===== src/rvx_ram.sv =====
// ----------------------------------------------------------------------------
// rvx_ram
// generic single write, single read ram with registered read data
// ----------------------------------------------------------------------------
module rvx_ram #(
    parameter int WIDTH = 64,
    parameter int DEPTH = 32
) (
    input  logic                     i_clk,
    input  logic                     i_we,
    input  logic [$clog2(DEPTH)-1:0] i_waddr,
    input  logic [WIDTH-1:0]         i_wdata,
    input  logic [$clog2(DEPTH)-1:0] i_raddr,
    output logic [WIDTH-1:0]         o_rdata
);
    logic [WIDTH-1:0] r_mem [DEPTH];
    logic [WIDTH-1:0] r_q;

    always_ff @(posedge i_clk) begin
        if (i_we) begin
            r_mem[i_waddr] <= i_wdata;
        end
        r_q <= r_mem[i_raddr];
    end

    assign o_rdata = r_q;
endmodule


===== config.mk =====
export PLATFORM = sky130hd
export DESIGN_NAME = rvx_ram
export DESIGN_NICKNAME = d
export VERILOG_FILES = /design/src/rvx_ram.sv
export SDC_FILE = /design/constraint.sdc
export NUM_CORES = 2
export LEC_CHECK = 0
export ABC_AREA = 1
export BUFFER_PORTS_ARGS = -buffer_cell sky130_fd_sc_hd__buf_4
export CORE_MARGIN = 1.5
export CORE_UTILIZATION = 56
export CTS_CLUSTER_SIZE = 16
export DETAILED_ROUTE_END_ITERATION = 6
export PLACE_DENSITY = 0.75
export SLEW_MARGIN = 40
export SYNTH_ARGS = -nofsm -noshare
export SYNTH_HDL_FRONTEND = slang
export SYNTH_SLANG_ARGS = --single-unit

===== constraint.sdc =====
create_clock -name i_clk -period 4.1 [get_ports i_clk]
set_input_delay 0.41 -clock i_clk [delete_from_list [all_inputs] [get_ports i_clk]]
set_output_delay 0.41 -clock i_clk [all_outputs]
set_load 0.05 [all_outputs]

==> summary.txt <==
Clocking
  • Sink Count: 2,112
  • CTS max path bufs: 3
  • H-tree levels: 4
  • Num CTS Buffers: 201
  • Clock transition at path regs: 60 ps
  • Skew-Pair Late Insertion Delay: 850 ps
  • CTS tree: built
  • Root buf cell: clkbuf_16
  • Post-CTS sizing: 0

Finish
  • Layout cells sized above 1: 8.338%
  • Nets: 6,944
  • Area growth from synthesis to layout: 12.48%
  • Ant. Diodes: 0
  • Layout Cells excl Fill: 8,970

Logic synthesis
  • Mapped Area: 82,990 sq um
  • Syn nets: 6,844
  • Mapped Cells: 6,768
  • Register bit total from synthesis: 2,112
  • Avg Cell Area, Syn: 12.26 sq um
  • Unique masters post-synth: 13
  • Synthesis warning total: 0
  • Sequential area share after synthesis: 75.65%

Timing
  • Fin Hold WS: 155.7 ps
  • Max-slew violation count: 0
  • Worst-margin pin slew: 918.8 ps
  • Crit share post-route: 51.33%
  • Setup_tns: 0 ps
  • Setup violations, final: 0
  • RSZ-0062 raised after global routing: no
  • Max Fclk: 475.2 MHz
  • Final hold vios: 0
  • Final setup skew: 61.58 ps
  • Slew margin rel.: 38.75%
  • Minimum clock period: 2104 ps

Setup path
  • Worst R2R End: o_rdata[3]
  • Crit path max fanout: 1
  • Worst setup EP type: output port
  • CP peak stage delay: 570 ps
  • Setup CP Type: flip-flop to output port
  • Critical Path Start Type: flip-flop
  • R2R cell count: 6
  • CP Cell Sequence: buf_4
  • Reg2reg setup slack: 2820 ps
  • Reg2reg start: r_mem[25][3]
  • CP bufs+invs: 1
  • CP max-delay cell: dfxtp_1
  • Worst EP arrival: 1690 ps
  • Crit path required time: 3690 ps
  • Top delay family on crit path: flip-flops

GRT
  • GRT Util Overall: 28.29%
  • Number of global-route vias before repair: 52.39k
  • Total congestion overflow: 0
  • First-pass GRT wire length: 320.9 mm
  • Largest net degree at the start of global routing: 182
  • Initial antenna violation count: 6

Routing
  • Vias per std cell: 6.078
  • Vias after detailed routing: 54.52k
  • DR iter-0 viols: 7,572
  • DR pass1 iterations: 6
  • Post-Route WL: 215.7 mm
  • Drt wl/cell: 24.04 microns
  • Final ANT Viol Nets: 0
  • DRC: 0

Place
  • RePlAce Congestion: 0.7843
  • HPWL Detailed: 106.8 mm
  • Cells after DPL: 8,526
  • IO Port Bufs: 139

Floorplan
  • Die Span Y: 388.0 microns
  • Initial Util: 56.27%
  • Die Width: 388.0 microns
  • Die area: 150,500 sq um
  • # rows: 141
  • Core ar.: 147,500 sq um
  • Ports: 140

Min path
  • Hold_sp: i_raddr[3]
  • Worst Hold End: o_rdata[43]
  • Type of the most critical hold path: input pin to flip-flop
  • WHS Path Cells: 5

Flow run
  • Max-cap check violation count: 0

Power and ir drop
  • PwrDens: 479.3 nW/um^2
  • Leakage Power: 33.28 nW
  • Worst vdd ir: 399.6 uV

Run status
  • Status: finished, final reports clean
routing by layer:
metal | GRT usage, % | part of all wire [%] | up-vias
li1 | - | - | 24190
met3 | 4.876 | 10 | 485
met4 | 10.35 | 3.4 | 6
met1 | 38.98 | 38 | 26560
met2 | 45.66 | 48 | 3284
met5 | 0 | 0.018 | -
cells in the final DEF (no fill, tap or decap), types with 3 or more instances in the layout:
cell type / instances
buf_4: 201
inv_16: 6
buf_8: 3
bufinv_16: 6
inv_1: 5
clkbuf_8: 9
clkbuf_1: 62
nand3_1: 1797
dfxtp_1: 64
clkinv_16: 6
clkinvlp_4: 6
dlygate4sd3_1: 65
buf_6: 10
nand2_1: 2376
clkinv_8: 3
clkbuf_16: 201
buf_16: 4
clkinv_2: 36
edfxtp_1: 2048
nand3_2: 3
clkinv_1: 36
nor2_4: 32
inv_6: 5
buf_12: 52
cell usage after synthesis (all sizes together):
| cell type | number | area (sq um) |
|---|---|---|
| nor2 | 32 | 120.1 |
| nand3 | 1800 | 9009 |
| dfxtp | 64 | 1281 |
| clkbuf | 82 | 307.8 |
| edfxtp | 2048 | 61500 |
| buf | 356 | 1815 |
| inv | 10 | 40.05 |
| nand2 | 2376 | 8919 |
logic make-up (layout without fill, tap and decap cells):
logic type	Yosys count	after routing	share of synthesized area (%)
buffers and inverters	448	720	2.607
flip-flops	2112	2112	75.65
AND/OR/NAND/NOR	4208	4208	21.75
power by group:
group          switching [mW]  internal [mW]  total (mW)
clock network            7.96           9.68        17.6
registers               0.142           24.0        24.1
logic                    2.18          0.783        2.96
layout make-up:
| class | instances | area (sq um) |
|---|---|---|
| inverter | 10 | 78.83 |
| multi-input combinational | 4208 | 18300 |
| sequential | 2112 | 62780 |
| clock inverter | 103 | 913.4 |
| clock buffer | 272 | 5386 |
| tap | 1930 | 2415 |
| fill | 10560 | 54140 |
| timing repair buffer | 335 | 3468 |
worst max path at each step:
stage                     start  cells after the start  slack, ps            end
global route        o_rdata[33]                      1       1940    o_rdata[33]
global placement     i_waddr[1]                      5       1330  r_mem[25][39]
floorplan            i_waddr[0]                      3        230    r_mem[8][0]
CTS                 o_rdata[33]                      1       1950    o_rdata[33]
detailed placement   i_raddr[0]                     10       1370    o_rdata[62]
finish              o_rdata[33]                      1       2000    o_rdata[33]
sequential cells by signal, summed over array words and instances, names as in the netlist:
register	flops
r_mem	2048
o_rdata	64
stage by stage:
stage	power (mW)	util (%)	area, sq um	setup slack (ps)
floorplan	26.27	-	82990	226.2
global placement	27.38	58.44	86190	1329
detailed placement	27.45	58.50	86280	1367
CTS	44.85	63.21	93230	1948
global route	45.93	63.29	93340	1941
finish	44.74	63.29	93340	1996
what timing repair did:
item                                   in CTS  in global routing
hold buffers                               65                  0
endpoints found under the hold margin    2023                  0
setup buffers                               0                  0
No activity file was read; power rests on OpenSTA's default activity.
