==> src/rvx_div.sv <==
// ----------------------------------------------------------------------------
// rvx_div
// 64-bit unsigned restoring divider, one quotient bit per cycle
// ----------------------------------------------------------------------------
module rvx_div (
    input  logic        i_clk,
    input  logic        i_rst_n,
    input  logic        i_start,
    input  logic [63:0] i_dividend,
    input  logic [63:0] i_divisor,
    output logic        o_done,
    output logic [63:0] o_quo,
    output logic [63:0] o_rem
);
    logic [64:0] r_rem;
    logic [63:0] r_quo;
    logic [63:0] r_dsr;
    logic [6:0]  r_cnt;
    logic        r_busy;
    logic        r_done;
    logic [64:0] shifted;
    logic [64:0] trial;

    assign shifted = {r_rem[63:0], r_quo[63]};
    assign trial   = shifted - {1'b0, r_dsr};

    always_ff @(posedge i_clk) begin
        if (!i_rst_n) begin
            r_busy <= 1'b0;
            r_done <= 1'b0;
            r_cnt  <= '0;
        end else begin
            r_done <= 1'b0;
            if (i_start) begin
                r_busy <= 1'b1;
                r_cnt  <= '0;
            end else if (r_busy) begin
                r_cnt <= r_cnt + 7'd1;
                if (r_cnt == 7'd63) begin
                    r_busy <= 1'b0;
                    r_done <= 1'b1;
                end
            end
        end
    end

    always_ff @(posedge i_clk) begin
        if (i_start) begin
            r_rem <= '0;
            r_quo <= i_dividend;
            r_dsr <= i_divisor;
        end else if (r_busy) begin
            if (!trial[64]) begin
                r_rem <= trial;
                r_quo <= {r_quo[62:0], 1'b1};
            end else begin
                r_rem <= shifted;
                r_quo <= {r_quo[62:0], 1'b0};
            end
        end
    end

    assign o_done = r_done;
    assign o_quo  = r_quo;
    assign o_rem  = r_rem[63:0];
endmodule
==> config.mk <==
export PLATFORM = sky130hd
export DESIGN_NAME = rvx_div
export DESIGN_NICKNAME = d
export VERILOG_FILES = /design/src/rvx_div.sv
export SDC_FILE = /design/constraint.sdc
export NUM_CORES = 1
export LEC_CHECK = 0
export BUFFER_PORTS_ARGS = -buffer_cell sky130_fd_sc_hd__clkbuf_2
export CAP_MARGIN = 10
export CORE_AREA = 2 2 189 172
export CTS_CLUSTER_SIZE = 24
export DETAILED_ROUTE_END_ITERATION = 12
export DIE_AREA = 0 0 191 174
export SLEW_MARGIN = 20
export SYNTH_ARGS = -nofsm -noshare
export SYNTH_HDL_FRONTEND = slang
export SYNTH_SLANG_ARGS = --single-unit
==> constraint.sdc <==
create_clock -name i_clk -period 9 [get_ports i_clk]
set_input_delay 1.35 -clock i_clk [delete_from_list [all_inputs] [get_ports i_clk]]
set_output_delay 1.35 -clock i_clk [all_outputs]
set_load 0.01 [all_outputs]
==> impl_metrics.toml <==
[route]
drt_first_iter_violations = 691
viasPerCell = 5.391
routed_wl_mm = 35.24
vias = 10320
antenna_left = 0
drt-pass1-iter-count = 4
avgRoutedWirePerCell_um = 18.41
drc = 0

[critical_path]
cpPeakStageDelay_ns = 0.80
crit_fanout = 35
reg2regPathDepth = 14
crit_required_ns = 9.48
worstPathCellList = "inv_1 > ha_1 > fa_1 > nand2b_1 > a21oi_1 > o211ai_1 > a21o_1 > a21oi_4 > a41oi_4 > xnor2_4 > buf_4 > nand2_1 > nor2_1 > a221o_1"
end_kind = "register"
cp_top_family = "compound AO/OA/AOI/OAI gates"
cp.arrival_ns = 4.78
criticalPathCategory = "reg2reg"
worst-path-buf-inv = 2
setup.worst_path.start = "o_quo[63]$_DFFE_PP_"
worst_setup_path_start_kind = "register"
reg2reg_from = "o_quo[63]$_DFFE_PP_"
cpMaxStageDelayCell = "xnor2_4"
cp-endpoint = "r_rem[39]$_SDFFE_PP0P_"
rrSetupSlack_ns = 4.70
reg2reg_to = "r_rem[39]$_SDFFE_PP0P_"
path_depth = 14

[synth]
synth_area_um2 = 12370
ys_async_sr_fraction = 0
synth_edf_count = 128
synth_fp_nets = 1450
synth_seq_cells = 201
syn_inst = 1253
synth.distinct_cells = 89
ys_seq_area_frac = 0.4290
synth_warnings = 0
synth_ff_type = "edfxtp_1"
synth.avg_cell_area_um2 = 9.870

[clock_network]
cts_resized = 0
htreeDepth = 1
cts-buffers-inserted = 24
cts_max_path_buffers = 3
cts_sinks = 201
clock_latency_ns = 0.54
cts_tree = "yes"
clk_pin_slew_ns = 0.06
cts_root_buf = "clkbuf_16"
cts_setup_buffers = 0
holdBufCountCts = 0

[timing]
period_share = 0.4778
rsz0062_at_grt = "false"
min_period_ns = 4.300
setup_tns_ns = 0
worst_slew_pin_slew_ns = 0.9447
finalSetupViolations = 0
layout_setup_ws_ns = 4.700
maxSlewViolCount = 0
skew_ns = 0.01492
finalHoldViolCount = 0
clock.fmax_mhz = 232.5
max-slew-margin-rel = 0.3702

[power]
power_frac_comb = 0.269
p_switching_uw = 973.7
swShare = 0.3215
power_frac_clock = 0.353
p_int_uw = 2055
ir_worst_vdd_uv = 126.2
power_density_nw_per_um2 = 204.4
power_uw = 3029
seqPwrFrac = 0.378
p_leak_uw = 0.006285

[outcome]
status = "completed"

[global_routing]
track_usage = 0.2098
overflow = 0
grt_antenna_before_repair = 2
grt_pass1_wl_mm = 55.92
grt_pass1_vias = 10140
grt_max_degree = 75

[hold_path]
min-delay-start = "r_cnt[6]$_SDFFE_PP0P_"
worstHoldPathCells = 2
min_path_type = "reg2reg"

[final_layout]
instances_no_fill = 1914
drive_gt1_frac = 0.2850
stdcell_area_um2 = 14820
final_cell_mix = "clkbuf_2 (258), nand2_1 (131), edfxtp_1 (128)"
final_common_cell = "clkbuf_2"
fill_cells = 3063
multiInputGateArea_um2 = 6439
syn_to_final_growth_pct = 19.85
seq_area_um2 = 5309
diodes = 0
fin_nets = 1677

[placement]
dp.cells = 1870
gp_congestion = 0.8787
dp_worst_setup_slack_ns = 4.719
hpwl_mm = 26.48
io_buffers = 259
placedInstanceArea_um2 = 13950

[floorplanning]
die_h_um = 174
io_pins = 260
rows = 62
core_area_um2 = 31420
start_util = 0.3936
fp.dieArea_um2 = 33230
die_w_um = 191

[run]
drv_cap = 0
## registers in the layout, indices dropped and copies added, names as in the netlist
name / count
r_busy: 1
o_done: 1
r_rem: 64
r_dsr: 64
o_quo: 64
r_cnt: 7
## metrics by stage
| stage | hold slack, ns | util |
|---|---|---|
| 2_1_floorplan | 0.4539 | - |
| 6_report | 0.4917 | 0.4718 |
| 4_1_cts | 0.4936 | 0.4718 |
| 3_3_place_gp | 0.4638 | 0.4440 |
| 3_5_place_dp | 0.4858 | 0.4440 |
| 5_1_grt | 0.5384 | 0.4718 |
## layout make-up
class	count	share of cell area
tap	416	0.03512
clock buffer	32	0.04457
sequential	201	0.3582
clock inverter	12	0.01435
inverter	88	0.02229
multi-input combinational	900	0.4344
timing repair buffer	265	0.09109
## worst register-to-register path: cells and delay by family (launching register included)
kind                       cells  cell delay (ns)
AOI/OAI and AO/OA              6             1.23
xor gates and xnor gates       1             0.80
adders and majority gates      2             0.60
buffers and inverters          2             0.61
DFF                            1             0.34
and+or+nand+nor                3             0.65
## synthesized netlist by cell type, drive strengths merged, types with 3 or more instances
cell	number	area, um^2
nand3	20	105.1
o211ai	9	81.33
dfxtp	73	1461
nor2b	8	50.05
o31ai	5	37.54
xnor2	36	322.8
a221oi	4	53.80
a21oi	102	536.8
mux2i	22	220.2
buf	29	183.9
o21ai	60	304.0
a22oi	5	37.54
nor3	11	65.06
or2	3	21.27
nand2	131	491.7
or3	7	43.79
a32oi	3	26.28
o221ai	3	26.28
inv	88	330.3
a211oi	24	200.2
a31oi	9	71.32
nor2	116	437.9
edfxtp	128	3844
o21bai	16	123.9
a2111oi	6	108.9
nor4	4	37.53
nand2b	10	62.56
nand4	24	162.7
mux2	64	720.7
a311oi	29	366.6
clkbuf	35	131.4
o21a	10	75.07
a21o	27	202.7
and2	6	42.54
ha	65	813.3
and3	8	60.06
a211o	3	26.28
xor2	17	156.4
## metal layers
metal  vias to the layer above  global-route usage  part of all wire
met4                         4             0.04490             0.020
met2                       316              0.3291              0.45
met3                        40             0.04603             0.068
met5                         -                   0           0.00077
met1                      4911              0.2959              0.46
li1                       5048                   -                 -
## worst min-delay path by stage
stage | endpoint | slack, ns
2_1_floorplan | r_cnt[6]$_SDFFE_PP0P_ | 0.45
3_5_place_dp | r_cnt[6]$_SDFFE_PP0P_ | 0.49
6_report | r_cnt[6]$_SDFFE_PP0P_ | 0.49
3_3_place_gp | r_cnt[6]$_SDFFE_PP0P_ | 0.46
5_1_grt | r_rem[3]$_SDFFE_PP0P_ | 0.54
4_1_cts | r_cnt[6]$_SDFFE_PP0P_ | 0.49
## power groups by stage
stage	Combinational, uW	Sequential, uW	Clock [uW]
CTS	814	1150	1100
global placement	805	1160	0
global route	898	1160	1130
finish	814	1150	1070
detailed placement	809	1160	0
floorplan	558	1170	0
## kinds of logic (layout without fill, tap and decap cells)
logic type                 after synthesis  count (layout)  synth area share
AOI/OAI and AO/OA                      338             338            0.2027
xor gates and xnor gates                53              53           0.03875
adders and majority gates               66              66           0.06738
buffers and inverters                  152             397           0.05221
DFF                                    201             201            0.4290
muxes                                   86              86           0.07608
and+or+nand+nor                        357             357            0.1340
Power figures use the tool's default switching activity.
